## src/rtl/core/neighbor_abs_diff_sum_core_assert.svh

```systemverilog
// Assertion macros for the neighbor abs-diff-sum core.
// Expects clk and rst_n in the scope of the including module.
`ifndef NEIGHBOR_ABS_DIFF_SUM_CORE_ASSERT_SVH
`define NEIGHBOR_ABS_DIFF_SUM_CORE_ASSERT_SVH

// Same-cycle implication.
`define NADS_ASSERT(label, ante, cons, msg) \
    label: assert property (@(posedge clk) disable iff (!rst_n) (ante) |-> (cons)) \
        else $error(msg);

// Next-cycle implication.
`define NADS_ASSERT_NEXT(label, ante, cons, msg) \
    label: assert property (@(posedge clk) disable iff (!rst_n) (ante) |=> (cons)) \
        else $error(msg);

`endif

```

## src/rtl/core/nads_pkg.sv

```systemverilog
// Shared types and constants for the neighbor abs-diff-sum core.
// No dependencies; used by nads_line and neighbor_abs_diff_sum_core.
package nads_pkg;

    localparam int ROW_W      = 10;
    localparam int COL_W      = 5;
    localparam int SUM_W      = 10;
    localparam int TOTAL_W    = 25;
    localparam int FW_W       = 6;
    localparam int FH_W       = 11;
    localparam int CFG_IDX_W  = 1;
    localparam int CFG_DATA_W = 11;

    localparam logic [FH_W-1:0]  MAX_HEIGHT     = 11'd1024;
    localparam int               RST_WIDTH      = 5;
    localparam logic [ROW_W-1:0] RST_LAST_ROW   = 10'd4;

    typedef enum logic [CFG_IDX_W-1:0] {
        REG_FRAME_WIDTH  = 1'b0,
        REG_FRAME_HEIGHT = 1'b1
    } cfg_reg_t;

    typedef struct packed {
        logic [ROW_W-1:0]   row;
        logic [COL_W-1:0]   col;
        logic [SUM_W-1:0]   sum;
        logic [TOTAL_W-1:0] total;
        logic               last;
    } result_t;

    typedef struct packed {
        logic shift;
        logic rotate;
    } line_ctl_t;

endpackage

```

## src/rtl/core/nads_line.sv

```systemverilog
// Two cascaded variable-length delay lines (one frame row each) with fixed taps.
// Depends on nads_pkg (line_ctl_t).
module nads_line #(
    parameter int DEPTH      = 32,
    parameter int PIXEL_BITS = 8,
    parameter int IDX_W      = 5
) (
    input  logic                     clk,
    input  nads_pkg::line_ctl_t      ctl,
    input  logic [IDX_W-1:0]         ins,
    input  logic [PIXEL_BITS-1:0]    pixel,
    output logic [PIXEL_BITS-1:0]    a_end,
    output logic [PIXEL_BITS-1:0]    a_ahead,
    output logic [PIXEL_BITS-1:0]    a_behind,
    output logic [PIXEL_BITS-1:0]    b_end
);

    logic [PIXEL_BITS-1:0] a_line_reg [DEPTH];
    logic [PIXEL_BITS-1:0] a_line_next [DEPTH];
    logic [PIXEL_BITS-1:0] b_line_reg [DEPTH];
    logic [PIXEL_BITS-1:0] b_line_next [DEPTH];
    logic [PIXEL_BITS-1:0] behind_reg;
    logic [PIXEL_BITS-1:0] a_in;

    // New sample enters at DEPTH - width, so the line length follows frame_width.
    always_comb
    begin
        a_in = ctl.rotate ? a_line_reg[DEPTH-1] : pixel;
        a_line_next[0] = (ins == '0) ? a_in : a_line_reg[0];
        b_line_next[0] = (ins == '0) ? a_line_reg[DEPTH-1] : b_line_reg[0];
        for (int i = 1; i < DEPTH; i++)
        begin
            if (IDX_W'(i) == ins)
            begin
                a_line_next[i] = a_in;
                b_line_next[i] = a_line_reg[DEPTH-1];
            end
            else if (IDX_W'(i) > ins)
            begin
                a_line_next[i] = a_line_reg[i-1];
                b_line_next[i] = b_line_reg[i-1];
            end
            else
            begin
                a_line_next[i] = a_line_reg[i];
                b_line_next[i] = b_line_reg[i];
            end
        end
    end

    always_ff @(posedge clk)
    begin
        if (ctl.shift)
        begin
            a_line_reg <= a_line_next;
            b_line_reg <= b_line_next;
            behind_reg <= a_line_reg[DEPTH-1];
        end
    end

    assign a_end    = a_line_reg[DEPTH-1];
    assign a_ahead  = a_line_reg[DEPTH-2];
    assign a_behind = behind_reg;
    assign b_end    = b_line_reg[DEPTH-1];

endmodule

```

## src/rtl/core/neighbor_abs_diff_sum_core.sv

```systemverilog
// Order: a pixel's result is registered at the transfer of the pixel below it, in the output
// register, else the skid entry; the last row follows the final transfer.
// Throughput: one pixel per cycle unless stalled; the final frame pixel starts a flush of the
// last row, frame_width results, one per cycle while out_stall is low, in_stall held high.
// in_stall comes from registers only: the skid entry's valid flag and the flush flag.
// Reset: counters, total and valid flags clear; frame size returns to 5 x 5; lines keep data.
module neighbor_abs_diff_sum_core #(
    parameter int MAX_WIDTH  = 32,
    parameter int PIXEL_BITS = 8
) (
    input  logic                                clk,
    input  logic                                rst_n,
    input  logic                                cfg_write,
    input  logic [nads_pkg::CFG_IDX_W-1:0]      cfg_index,
    input  logic [nads_pkg::CFG_DATA_W-1:0]     cfg_data,
    input  logic                                in_valid,
    output logic                                in_stall,
    input  logic [PIXEL_BITS-1:0]               pixel,
    output logic                                out_valid,
    input  logic                                out_stall,
    output logic [nads_pkg::ROW_W-1:0]          out_row,
    output logic [nads_pkg::COL_W-1:0]          out_col,
    output logic [nads_pkg::SUM_W-1:0]          abs_diff_sum,
    output logic [nads_pkg::TOTAL_W-1:0]        frame_total,
    output logic                                frame_last
);

    `include "neighbor_abs_diff_sum_core_assert.svh"

    localparam int IDX_W   = $clog2(MAX_WIDTH);
    localparam int SW      = PIXEL_BITS + 2;
    localparam int RST_W   = (MAX_WIDTH < nads_pkg::RST_WIDTH) ? MAX_WIDTH : nads_pkg::RST_WIDTH;
    localparam logic [nads_pkg::FW_W-1:0] MAX_W_V = nads_pkg::FW_W'(MAX_WIDTH);

    function automatic logic [PIXEL_BITS-1:0] absdiff(input logic [PIXEL_BITS-1:0] a,
                                                      input logic [PIXEL_BITS-1:0] b);
        return (a > b) ? (a - b) : (b - a);
    endfunction

    logic [nads_pkg::COL_W-1:0]   last_col_reg;
    logic [IDX_W-1:0]             ins_reg;
    logic [nads_pkg::ROW_W-1:0]   last_row_reg;
    logic [nads_pkg::ROW_W-1:0]   row_reg;
    logic [nads_pkg::COL_W-1:0]   col_reg;
    logic [nads_pkg::TOTAL_W-1:0] total_reg;
    logic                         flush_active_reg;
    logic [nads_pkg::COL_W-1:0]   flush_col_reg;
    logic [nads_pkg::ROW_W-1:0]   flush_row_reg;

    logic                         out_valid_reg;
    logic                         skid_valid_reg;
    nads_pkg::result_t            out_reg;
    nads_pkg::result_t            skid_reg;

    logic [nads_pkg::FW_W-1:0]    fw;
    logic [nads_pkg::FW_W-1:0]    w_eff;
    logic [nads_pkg::FH_W-1:0]    fh;
    logic [nads_pkg::FH_W-1:0]    h_eff;

    logic                         accept;
    logic                         flush_step;
    logic                         produce;
    logic                         is_final;
    logic                         out_fire;
    logic [nads_pkg::COL_W-1:0]   cur_col;
    logic                         has_up;
    logic                         has_left;
    logic                         has_right;
    logic [SW-1:0]                sum;
    logic [nads_pkg::TOTAL_W-1:0] total_sum;
    nads_pkg::result_t            res;
    nads_pkg::line_ctl_t          line_ctl;

    logic [PIXEL_BITS-1:0]        a_end;
    logic [PIXEL_BITS-1:0]        a_ahead;
    logic [PIXEL_BITS-1:0]        a_behind;
    logic [PIXEL_BITS-1:0]        b_end;

    nads_line #(
        .DEPTH      (MAX_WIDTH),
        .PIXEL_BITS (PIXEL_BITS),
        .IDX_W      (IDX_W)
    ) u_line (
        .clk      (clk),
        .ctl      (line_ctl),
        .ins      (ins_reg),
        .pixel    (pixel),
        .a_end    (a_end),
        .a_ahead  (a_ahead),
        .a_behind (a_behind),
        .b_end    (b_end)
    );

    assign in_stall = skid_valid_reg || flush_active_reg;
    assign accept   = in_valid && !in_stall;
    assign out_fire = out_valid_reg && !out_stall;

    always_comb
    begin
        fw    = cfg_data[nads_pkg::FW_W-1:0];
        w_eff = (fw == '0) ? nads_pkg::FW_W'(1) : ((fw > MAX_W_V) ? MAX_W_V : fw);
        fh    = cfg_data[nads_pkg::FH_W-1:0];
        h_eff = (fh == '0) ? nads_pkg::FH_W'(1)
                           : ((fh > nads_pkg::MAX_HEIGHT) ? nads_pkg::MAX_HEIGHT : fh);
    end

    always_comb
    begin
        flush_step = flush_active_reg && !skid_valid_reg;
        is_final   = (row_reg == last_row_reg) && (col_reg == last_col_reg);
        produce    = flush_step || (accept && (row_reg != '0));
        cur_col    = flush_active_reg ? flush_col_reg : col_reg;
        has_left   = (cur_col != '0);
        has_right  = (cur_col != last_col_reg);
        has_up     = flush_active_reg ? (flush_row_reg != '0)
                                      : (row_reg > nads_pkg::ROW_W'(1));

        sum = (flush_active_reg ? '0 : SW'(absdiff(pixel, a_end)))
            + (has_up    ? SW'(absdiff(b_end, a_end))    : '0)
            + (has_left  ? SW'(absdiff(a_behind, a_end)) : '0)
            + (has_right ? SW'(absdiff(a_ahead, a_end))  : '0);
        total_sum = total_reg + nads_pkg::TOTAL_W'(sum);

        res.row   = flush_active_reg ? flush_row_reg : (row_reg - nads_pkg::ROW_W'(1));
        res.col   = cur_col;
        res.sum   = nads_pkg::SUM_W'(sum);
        res.total = total_sum;
        res.last  = flush_active_reg && (flush_col_reg == last_col_reg);

        line_ctl.shift  = accept || flush_step;
        line_ctl.rotate = flush_active_reg;
    end

    always_ff @(posedge clk or negedge rst_n)
    begin
        if (!rst_n)
        begin
            last_col_reg     <= nads_pkg::COL_W'(RST_W - 1);
            ins_reg          <= IDX_W'(MAX_WIDTH - RST_W);
            last_row_reg     <= nads_pkg::RST_LAST_ROW;
            row_reg          <= '0;
            col_reg          <= '0;
            total_reg        <= '0;
            flush_active_reg <= 1'b0;
            flush_col_reg    <= '0;
            flush_row_reg    <= '0;
        end
        else if (cfg_write)
        begin
            unique case (nads_pkg::cfg_reg_t'(cfg_index))
                nads_pkg::REG_FRAME_WIDTH:
                begin
                    last_col_reg <= nads_pkg::COL_W'(w_eff - nads_pkg::FW_W'(1));
                    ins_reg      <= IDX_W'(MAX_W_V - w_eff);
                end
                nads_pkg::REG_FRAME_HEIGHT:
                begin
                    last_row_reg <= nads_pkg::ROW_W'(h_eff - nads_pkg::FH_W'(1));
                end
                default:
                begin
                    last_row_reg <= last_row_reg;
                end
            endcase
            row_reg          <= '0;
            col_reg          <= '0;
            total_reg        <= '0;
            flush_active_reg <= 1'b0;
        end
        else
        begin
            if (accept)
            begin
                if (is_final)
                begin
                    row_reg          <= '0;
                    col_reg          <= '0;
                    flush_active_reg <= 1'b1;
                    flush_col_reg    <= '0;
                    flush_row_reg    <= row_reg;
                end
                else if (col_reg == last_col_reg)
                begin
                    col_reg <= '0;
                    row_reg <= row_reg + nads_pkg::ROW_W'(1);
                end
                else
                begin
                    col_reg <= col_reg + nads_pkg::COL_W'(1);
                end
            end
            if (flush_step)
            begin
                if (flush_col_reg == last_col_reg)
                begin
                    flush_active_reg <= 1'b0;
                end
                else
                begin
                    flush_col_reg <= flush_col_reg + nads_pkg::COL_W'(1);
                end
            end
            if (produce)
            begin
                total_reg <= res.last ? '0 : total_sum;
            end
        end
    end

    // Output register with one skid entry behind it.
    always_ff @(posedge clk or negedge rst_n)
    begin
        if (!rst_n)
        begin
            out_valid_reg  <= 1'b0;
            skid_valid_reg <= 1'b0;
        end
        else if (skid_valid_reg)
        begin
            if (out_fire)
            begin
                skid_valid_reg <= 1'b0;
            end
        end
        else if (produce)
        begin
            if (out_valid_reg && !out_fire)
            begin
                skid_valid_reg <= 1'b1;
            end
            else
            begin
                out_valid_reg <= 1'b1;
            end
        end
        else if (out_fire)
        begin
            out_valid_reg <= 1'b0;
        end
    end

    always_ff @(posedge clk)
    begin
        if (skid_valid_reg)
        begin
            if (out_fire)
            begin
                out_reg <= skid_reg;
            end
        end
        else if (produce)
        begin
            if (out_valid_reg && !out_fire)
            begin
                skid_reg <= res;
            end
            else
            begin
                out_reg <= res;
            end
        end
    end

    assign out_valid    = out_valid_reg;
    assign out_row      = out_reg.row;
    assign out_col      = out_reg.col;
    assign abs_diff_sum = out_reg.sum;
    assign frame_total  = out_reg.total;
    assign frame_last   = out_reg.last;

    `NADS_ASSERT(a_skid_behind_out, skid_valid_reg, out_valid_reg,
        "skid entry held with empty output register")
    `NADS_ASSERT(a_col_in_range, 1'b1, col_reg <= last_col_reg,
        "column counter beyond frame width")
    `NADS_ASSERT(a_flush_counters_clear, flush_active_reg, (row_reg == '0) && (col_reg == '0),
        "position counters not cleared during flush")
    `NADS_ASSERT(a_flush_full_row, $fell(flush_active_reg) && !$past(cfg_write),
        $past(flush_col_reg) == $past(last_col_reg),
        "flush ended before the last column")
    `NADS_ASSERT_NEXT(a_final_starts_flush, accept && is_final && !cfg_write,
        flush_active_reg && (flush_col_reg == '0),
        "final pixel did not start the row flush")

endmodule
```

## config.mk

```make
export PLATFORM = sky130hd
export DESIGN_NAME = neighbor_abs_diff_sum_core
export DESIGN_NICKNAME = d
export VERILOG_FILES = /design/src/rtl/core/nads_pkg.sv /design/src/rtl/core/nads_line.sv /design/src/rtl/core/neighbor_abs_diff_sum_core.sv
export VERILOG_INCLUDE_DIRS = /design/src /design/src/rtl/core
export SDC_FILE = /design/constraint.sdc
export NUM_CORES = 1
export LEC_CHECK = 0
export ABC_AREA = 0
export ABC_CLOCK_PERIOD_IN_PS = 9420
export CAP_MARGIN = 5
export CORE_MARGIN = 2
export CORE_UTILIZATION = 48
export CTS_CLUSTER_DIAMETER = 200
export DETAILED_ROUTE_END_ITERATION = 10
export DONT_BUFFER_PORTS = 1
export PLACE_DENSITY = 0.63
export SLEW_MARGIN = 20
export SYNTH_ARGS = -nofsm -noshare
export SYNTH_HDL_FRONTEND = slang
export SYNTH_SLANG_ARGS = --single-unit
```

## constraint.sdc

```tcl
create_clock -name clk -period 9.42 [get_ports clk]
set_input_delay 1.884 -clock clk [delete_from_list [all_inputs] [get_ports clk]]
set_output_delay 1.884 -clock clk [all_outputs]
set_load 0.05 [all_outputs]
```

# Yosys cells after proc, flatten, opt, wreduce, memory -nomap -nowiden

Cells that the tools add are included.

Equality and inequality tests: 38
$lt $le $gt $ge: 38
Bitwise gates (word level): 3
Muxes and demuxes: 171
Reduce and logical (&&, ||, !) cells: 95
Multipliers: 0
Shift operators: 0
Div/mod/pow operators: 0
Add/sub/neg operators: 19

Operators by type and width:

| cell                                                                           | number |
|---|---|
| 8-bit two-way mux                                                              | 133 |
| 51-bit two-way mux                                                             | 4 |
| 5-bit equality test, first input constant                                      | 16 |
| 5-bit greater-than comparator, first input constant                            | 16 |
| 25-bit two-way mux                                                             | 3 |
| 10-bit two-way mux                                                             | 7 |
| 2-bit AND reduction                                                            | 35 |
| 2-bit nonzero test                                                             | 35 |
| 8-bit subtractor                                                               | 8 |
| 5-bit two-way mux                                                              | 11 |
| 4-bit by 5-bit equality test with 1-bit output, first input constant           | 8 |
| 4-bit by 5-bit greater-than comparator with 1-bit output, first input constant | 8 |
| 8-bit greater-than comparator                                                  | 4 |
| 25-bit by 10-bit adder with 25-bit output                                      | 1 |
| 3-bit by 5-bit equality test with 1-bit output, first input constant           | 4 |
| 3-bit by 5-bit greater-than comparator with 1-bit output, first input constant | 4 |
| 10-bit nonzero test                                                            | 2 |
| 10-bit by 1-bit subtractor with 10-bit output, second input constant           | 2 |
| 1-bit two-way mux                                                              | 13 |
| 3-bit AND reduction                                                            | 4 |
| 11-bit greater-than comparator, second input constant                          | 1 |
| 11-bit zero test                                                               | 1 |
| 10-bit by 1-bit adder with 10-bit output, second input constant                | 1 |
| 10-bit by 8-bit adder with 10-bit output                                       | 1 |
| 24 further kinds                                                               | 42 |

Input port bits: 25
Logic and storage cells: 450
Flip-flop bits (word level): 700
Bits in latches: 0
RAM bits: 0
Output and inout bits: 53
Memory bits (read-only): 0
Memories: 0

# Longest topological paths before layout

Gate-level depths: netlist of the first run.

Word-level depth: 10
Depth in mapped cells: 31
Depth with buffers taken out: 30

# Modules after synthesis

Synthesis of the first run repeated with hierarchy kept, for this count alone.

Cell total of the unflattened synthesis: 2424
Area, all modules: 34759.6 sq um

Modules (own cells, without submodules):

| module                     | area each (sq um) | seq. area each (sq um) | times used | cells an instance |
|---|---|---|---|---|
| nads_line                  | 22496.6           | 15615.0                | 1          | 1238 |
| neighbor_abs_diff_sum_core | 12263.0           | 5022.3                 | 1          | 1186 |

# Worst setup path before layout of the first run

Ideal clock, no wire load.

Path kind: input to register
From: input pixel[5]
To: register out_reg (netlist bit frame_total[12]) (data pin)
Data required time: 9.160 ns
Data arrival time: 8.084 ns
Path buffers: 1
Stages on the path: 27
Library setup time: 0.260 ns
Path slack: 1.076 ns
Cells stage by stage: inv_1 -> ha_1 -> clkbuf_1 -> and2_1 -> a21oi_1 -> a31oi_1 -> mux2i_1 -> xnor2_1 -> nor2_1 -> fa_1 -> inv_1 -> fa_1 -> inv_1 -> ha_1 -> a21o_1 -> a21oi_1 -> nor2b_1 -> o21a_1 -> o41ai_1 -> xnor2_1 -> ha_1 -> nand2_1 -> or4_1 -> a21oi_1 -> o211ai_1 -> xnor2_1 -> mux2_2

RTL lines:

| item                   | RTL line                          | RTL |
|---|---|---|
| start: declaration     | neighbor_abs_diff_sum_core.sv:18  | `input logic [PIXEL_BITS-1:0] pixel,` |
| end signal: assignment | neighbor_abs_diff_sum_core.sv:248 | `out_reg <= skid_reg;` |
| end signal: assignment | neighbor_abs_diff_sum_core.sv:259 | `out_reg <= res;` |
| end: declaration       | neighbor_abs_diff_sum_core.sv:52  | `nads_pkg::result_t out_reg;` |

==> metrics.yaml, run 1 <==
finish:
  final_common_cell: "edfxtp_1"
  largest_reg_flops: 248
  fillers: 5914
  multiInputGateArea_um2: 11800
  regArea_um2: 20600
  fin_util: 0.537
  num_antenna_cells: 0
  layout-drive-gt1-share: 0.138
  finish.net_count: 2908
  layout_common_cells: "edfxtp_1, nand2_1, o21ai_0"
  stdcell_area_um2: 36900
  area_growth_pct: 10.7
floorplan:
  initial_core_util: 0.485
  ioPinCount: 78
  die_w_um: 268
  dieArea_um2: 71600
  core_um2: 68700
  die_h_um: 268
  rows: 96
sta:
  setup_tns_ns: 0
  skew_ns: 0.0254
  rsz0062_at_grt: "false"
  worst_slew_pin_slew_ns: 1.09
  fmax_mhz: 126
  min_period_ns: 7.91
  hold_viol: 0
  finalSetupViolCount: 0
  slew_viol_final: 0
  max-slew-margin-rel: 0.269
  setup_ws_ns: 1.51
  min_period_over_period: 0.840
routing:
  drtIter0Drc: 1748
  via_per_inst: 5.67
  dr.pass1.iters: 5
  wire_per_inst_um: 20.5
  wl_um: 77100
  drc: 0
  vias: 21300
  drtAntennaViolNets: 0
place:
  port_buffers: 0
  place_area_um2: 34500
  post-dp-hpwl_um: 48700
  pre_cts_slack_ns: 0.958
  gp_congestion: 0.860
logic_synthesis:
  async_flop_share: 0.111
  syn-num-nets: 2941
  synth_top_area_frac: 0.560
  synth_enable_flop_cells: 622
  yosysWarnings: 0
  seq_area_frac_synth: 0.619
  synthCells: 2803
  ys_ff_latch: 700
  synth_area_um2: 33400
  syn_avg_cell_area_um2: 11.9
  synth_area_leader_cell: "edfxtp_1"
  synth_area_leaders: "edfxtp_1, mux2_2, dfrtp_1, o21ai_0, nand2_1"
  ys.flop_type: "edfxtp_1"
  yosysUniqueCellTypes: 66
clock_network:
  cts_max_path_buffers: 3
  cts_htree_levels: 3
  hold_buffers: 0
  clock_sinks: 700
  cts-resized-gates: 0
  post-cts-setup-buffers: 0
  ctsRootBufferMaster: "clkbuf_16"
  cts.clk_slew.worst_paths_ns: 0.06
  clk_latency_ns: 0.63
  tritoncts: "done"
  cts-buffers-inserted: 75
min_path:
  min-delay-path-class: "reg -> reg"
critical_path:
  startpoint_type: "register"
  path_buf_inv: 4
  slowest_delay_ns: 0.91
  critPathKind: "reg -> reg"
  slowest_stage: "edfxtp_1"
  critPathTopFamily: "compound AO/OA/AOI/OAI gates"
  cp_max_fo: 13
  worstPathArrival_ns: 8.29
  crit_path_end_kind: "register"
  worst_ep_required_time_ns: 9.80
power_and_ir_drop:
  finalPower_mw: 13.1
  pwr_density_cell_nw_per_um2: 356
  vdd_ir_drop_max_mv: 0.525
  p_leak_nw: 14.1
global_route:
  grt_pass1_wl_um: 121000
  grt_overflow: 0
  antenna_found_initial: 3
  grtUsageTotal: 0.218
  grt_max_degree: 79
  grt_pass1_vias: 21100
flow_run:
  max_cap_violations: 0
run_status:
  status: "completed"
==> per-layer routing <==
layer / share of wire / wire (µm) / track usage
met5: 0 / 0 / 0
met3: 0.058 / 4470 / 0.0342
met4: 0.020 / 1550 / 0.0560
met2: 0.46 / 35600 / 0.346
met1: 0.46 / 35500 / 0.314
==> Yosys cell counts (13+ instances only) <==
cell type and count:
edfxtp_1 622, nand2_1 368, o21ai_0 299, nor2_1 216, a21oi_1 205, mux2_2 175, clkbuf_1 167, inv_1 105
ha_1 88, dfrtp_1 72, xnor2_1 52, xor2_1 46, a21o_1 36, nand3_1 31, mux2i_1 28, fa_1 25
a31oi_1 22, o21bai_1 20, nor3_1 18, and3_1 13, nand2b_1 13, nor2b_1 13
==> metrics by stage <==
step                      std cells  hold WS (ns)
after global routing           3757         0.512
after CTS                      3757         0.493
after global placement         3624         0.478
final                          3757         0.491
after detailed placement       3624         0.485
after floorplan                2803         0.465
==> logic make-up after synthesis <==
family	count (synthesis)	synth area share
AO/OA/AOI/OAI	660	0.112
XOR/XNOR	98	0.0257
adder cells (fa/ha/maj)	113	0.0480
buffers and inverters	289	0.0333
flip-flops	700	0.619
multiplexers	203	0.0675
AND/OR/NAND/NOR	740	0.0945
==> tightest hold or removal path, delay by kind of cell (launching register included) <==
family,cells,cell delay [ns]
and+or+nand+nor,1,0.04
AOI/OAI and AO/OA,1,0.07
DFF,1,0.37
==> path summary, 6_finish.rpt <==
| kind | from | endpoint | slack [ns] | depth (start not counted) |
|---|---|---|---|---|
| hold reg to reg | last_row_reg[2]$_DFFE_PN1P_ | last_row_reg[2]$_DFFE_PN1P_ | 0.49 | 2 |
| max in group asynchronous | rst_n | last_row_reg[2]$_DFFE_PN1P_ | 8.22 | 0 |
| hold / removal | last_row_reg[2]$_DFFE_PN1P_ | last_row_reg[2]$_DFFE_PN1P_ | 0.49 | 2 |
| setup / recovery | u_line.a_end[0]$_DFFE_PP_ | frame_total[12]$_DFFE_PP_ | 1.51 | 28 |
| setup reg to reg | u_line.a_end[0]$_DFFE_PP_ | frame_total[12]$_DFFE_PP_ | 1.51 | 28 |
| min in group asynchronous | rst_n | total_reg[11]$_DFFE_PN0P_ | 0.95 | 0 |
==> area by class of cell <==
cell class | count | area share
clock buffers | 96 | 0.0532
clock inverters | 37 | 0.0120
inverters | 107 | 0.0109
multi-input cells | 1814 | 0.319
flip-flops and latches | 700 | 0.559
well taps | 931 | 0.0315
repair buffers | 72 | 0.0146
==> report_power, final <==
part | total (mW) | switching (mW) | internal [mW] | leakage (nW)
Clock | 2.91 | 1.23 | 1.68 | 1.16
Combinational | 5.31 | 3.39 | 1.92 | 6.11
Sequential | 4.93 | 0.487 | 4.44 | 6.82
Note: power is estimated with default switching activity, not from simulation.
==> inputs of run 2 (changes only) <==
--- a/config.mk
+++ b/config.mk
@@ -7,14 +7,14 @@
 export NUM_CORES = 1
 export LEC_CHECK = 0
 export ABC_AREA = 0
-export ABC_CLOCK_PERIOD_IN_PS = 9420
+export ABC_CLOCK_PERIOD_IN_PS = 6900
 export CAP_MARGIN = 5
 export CORE_MARGIN = 2
 export CORE_UTILIZATION = 48
 export CTS_CLUSTER_DIAMETER = 200
 export DETAILED_ROUTE_END_ITERATION = 10
 export DONT_BUFFER_PORTS = 1
-export PLACE_DENSITY = 0.63
+export PLACE_DENSITY = 0.65
 export SLEW_MARGIN = 20
 export SYNTH_ARGS = -nofsm -noshare
 export SYNTH_HDL_FRONTEND = slang
==> constraint.sdc (replaced) <==
create_clock -name clk -period 6.9 [get_ports clk]
set_input_delay 1.38 -clock clk [delete_from_list [all_inputs] [get_ports clk]]
set_output_delay 1.38 -clock clk [all_outputs]
set_load 0.05 [all_outputs]
==> run 2 against run 1 <==
Worst setup slack got worse by 1.4 ns. Via count is 2.6% higher. First-iteration DRC count fell by 6.8%. Critical path type is now in -> reg. Critical endpoint is now frame_total[24]$_DFFE_PP_. Largest power group unchanged.
==> metrics.yaml, run 2 (synthesis results as in run 1) <==
run_status:
  status: "completed"
power_and_ir_drop:
  finalPower_mw: 19.9
  p_leak_nw: 14.6
  vdd_ir_drop_max_mv: 0.831
  clkPwrFrac: 0.196
  p_seq_frac: 0.337
  p_int_mw: 12.6
  pwr_density_cell_nw_per_um2: 528
  combPwrFrac: 0.467
  power.net_switching_mw: 7.34
  p_sw_frac: 0.368
routing:
  drtAntennaViolNets: 0
  wl_um: 78100
  drtIter0Drc: 1629
  drc: 0
  dr.pass1.iters: 5
  via_per_inst: 5.67
  wire_per_inst_um: 20.3
  vias: 21900
clock_network:
  tritoncts: "done"
  ctsRootBufferMaster: "clkbuf_16"
  cts-buffers-inserted: 75
  cts_max_path_buffers: 3
  cts.clk_slew.worst_paths_ns: 0.06
  clock_sinks: 700
  clk_latency_ns: 0.63
  hold_buffers: 0
  cts_htree_levels: 3
critical_path:
  ff2ff_setup_slack_ns: 0.26
  startpoint_type: "primary input"
  slowest_delay_ns: 0.53
  critPathKind: "in -> reg"
  r2r_cells: 25
  slowest_stage: "fa_1"
  worst_ep_required_time_ns: 7.28
  worstReg2RegStart: "u_line.a_end[0]$_DFFE_PP_"
  worstPathArrival_ns: 7.19
  r2r-end: "frame_total[24]$_DFFE_PP_"
  crit_path_end_kind: "register"
  cp_max_fo: 5
finish:
  fillers: 5726
  final_common_cell: "edfxtp_1"
  largest_reg_flops: 248
  layout-drive-gt1-share: 0.179
  area_growth_pct: 13.3
  num_antenna_cells: 0
  layout_common_cells: "edfxtp_1, nand2_1, o21ai_0"
  finish.net_count: 3000
  stdcell_area_um2: 37800
place:
  post-dp-hpwl_um: 50200
  pre_cts_slack_ns: -0.702
  gp_congestion: 0.902
  place_area_um2: 35200
  port_buffers: 0
floorplan:
  ioPinCount: 78
  dieArea_um2: 71600
  rows: 96
  core_um2: 68700
  die_h_um: 268
  initial_core_util: 0.485
  die_w_um: 268
global_route:
  grt_pass1_wl_um: 122000
  grt_overflow: 0
  grt_max_degree: 79
  grt_pass1_vias: 21400
  grtUsageTotal: 0.218
  antenna_found_initial: 0
sta:
  slew_viol_final: 0
  finalSetupViolCount: 0
  setup_ws_ns: 0.0812
  max-slew-margin-rel: 0.317
  hold_viol: 0
  fmax_mhz: 147
  skew_ns: 0.0339
  rsz0062_at_grt: "true"
  worst_slew_pin_slew_ns: 1.02
  min_period_ns: 6.82
  min_period_over_period: 0.988
min_path:
  min-delay-path-class: "in -> async"
flow_run:
  max_cap_violations: 0
[run 2: cell count changes in the layout (fill, tap and decap cells not counted), sizes merged]
cell,delta
inv,+1
a21oi,+1
clkinv,+9
bufinv,-2
clkbuf,-4
clkinvlp,+1
buf,+91
[run 2: worst max path at each step]
stage / start / end / slack (ns) / cells after the start
after global placement: pixel[0] / frame_total[24]$_DFFE_PP_ / -0.65 / 27
after floorplan: pixel[0] / frame_total[12]$_DFFE_PP_ / -0.27 / 29
final: pixel[0] / frame_total[24]$_DFFE_PP_ / 0.08 / 29
after CTS: pixel[0] / frame_total[12]$_DFFE_PP_ / 0.003 / 29
after global routing: pixel[0] / frame_total[24]$_DFFE_PP_ / -0.13 / 29
after detailed placement: pixel[0] / frame_total[24]$_DFFE_PP_ / -0.70 / 26
[run 2: layout make-up]
cell class                      instances  area, µm²  area share
Sequential cell                       700      20600       0.546
Clock inverter                         46        389      0.0103
Timing Repair Buffer                  163       1230      0.0326
Tap cell                              931       1160      0.0308
Clock buffer                           92       1980      0.0525
Inverter                              107        430      0.0114
Multi-Input combinational cell       1815      11900       0.316
[run 2: critical path, delay by kind of cell]
family                     cells  cell delay, ns
xor gates and xnor gates       3            0.49
AOI/OAI and AO/OA             10            1.93
buffers and inverters          4            0.15
and+or+nand+nor                4            0.68
adders and majority gates      6            2.09
muxes                          2            0.46
[run 2: power groups by stage]
stage	clock network (mW)	logic, mW	registers [mW]
floorplan	0	5.27	6.72
global placement	0	8.57	6.79
detailed placement	0	8.75	6.80
CTS	3.99	8.84	6.72
global route	4.15	10.3	6.78
finish	3.92	9.30	6.72
[run 2: per-layer routing]
| metal | track usage | wire (µm) | vias to the layer above |
|---|---|---|---|
| met3 | 0.0345 | 4540 | 121 |
| met4 | 0.0708 | 1960 | 0 |
| met5 | 0 | 0 | - |
| met2 | 0.340 | 35600 | 625 |
| met1 | 0.313 | 36000 | 10900 |
| li1 | - | - | 10200 |
[run 2: timing repair]
item                                    CTS  global route
resized for setup                         1            28
endpoints found under the setup margin    5            39
buffers inserted                          1             8
pin swaps                                 3            26
cloned                                    1             0
[run 2: per-stage QoR]
step	TNS [ns]	hold slack [ns]	util	cells
2_1_floorplan	-2.09	0.465	-	2803
3_3_place_gp	-16.83	0.479	0.512	3705
3_5_place_dp	-21.07	0.484	0.512	3705
4_1_cts	0	0.412	0.547	3845
5_1_grt	-0.968	0.432	0.550	3854
6_report	0	0.451	0.550	3854
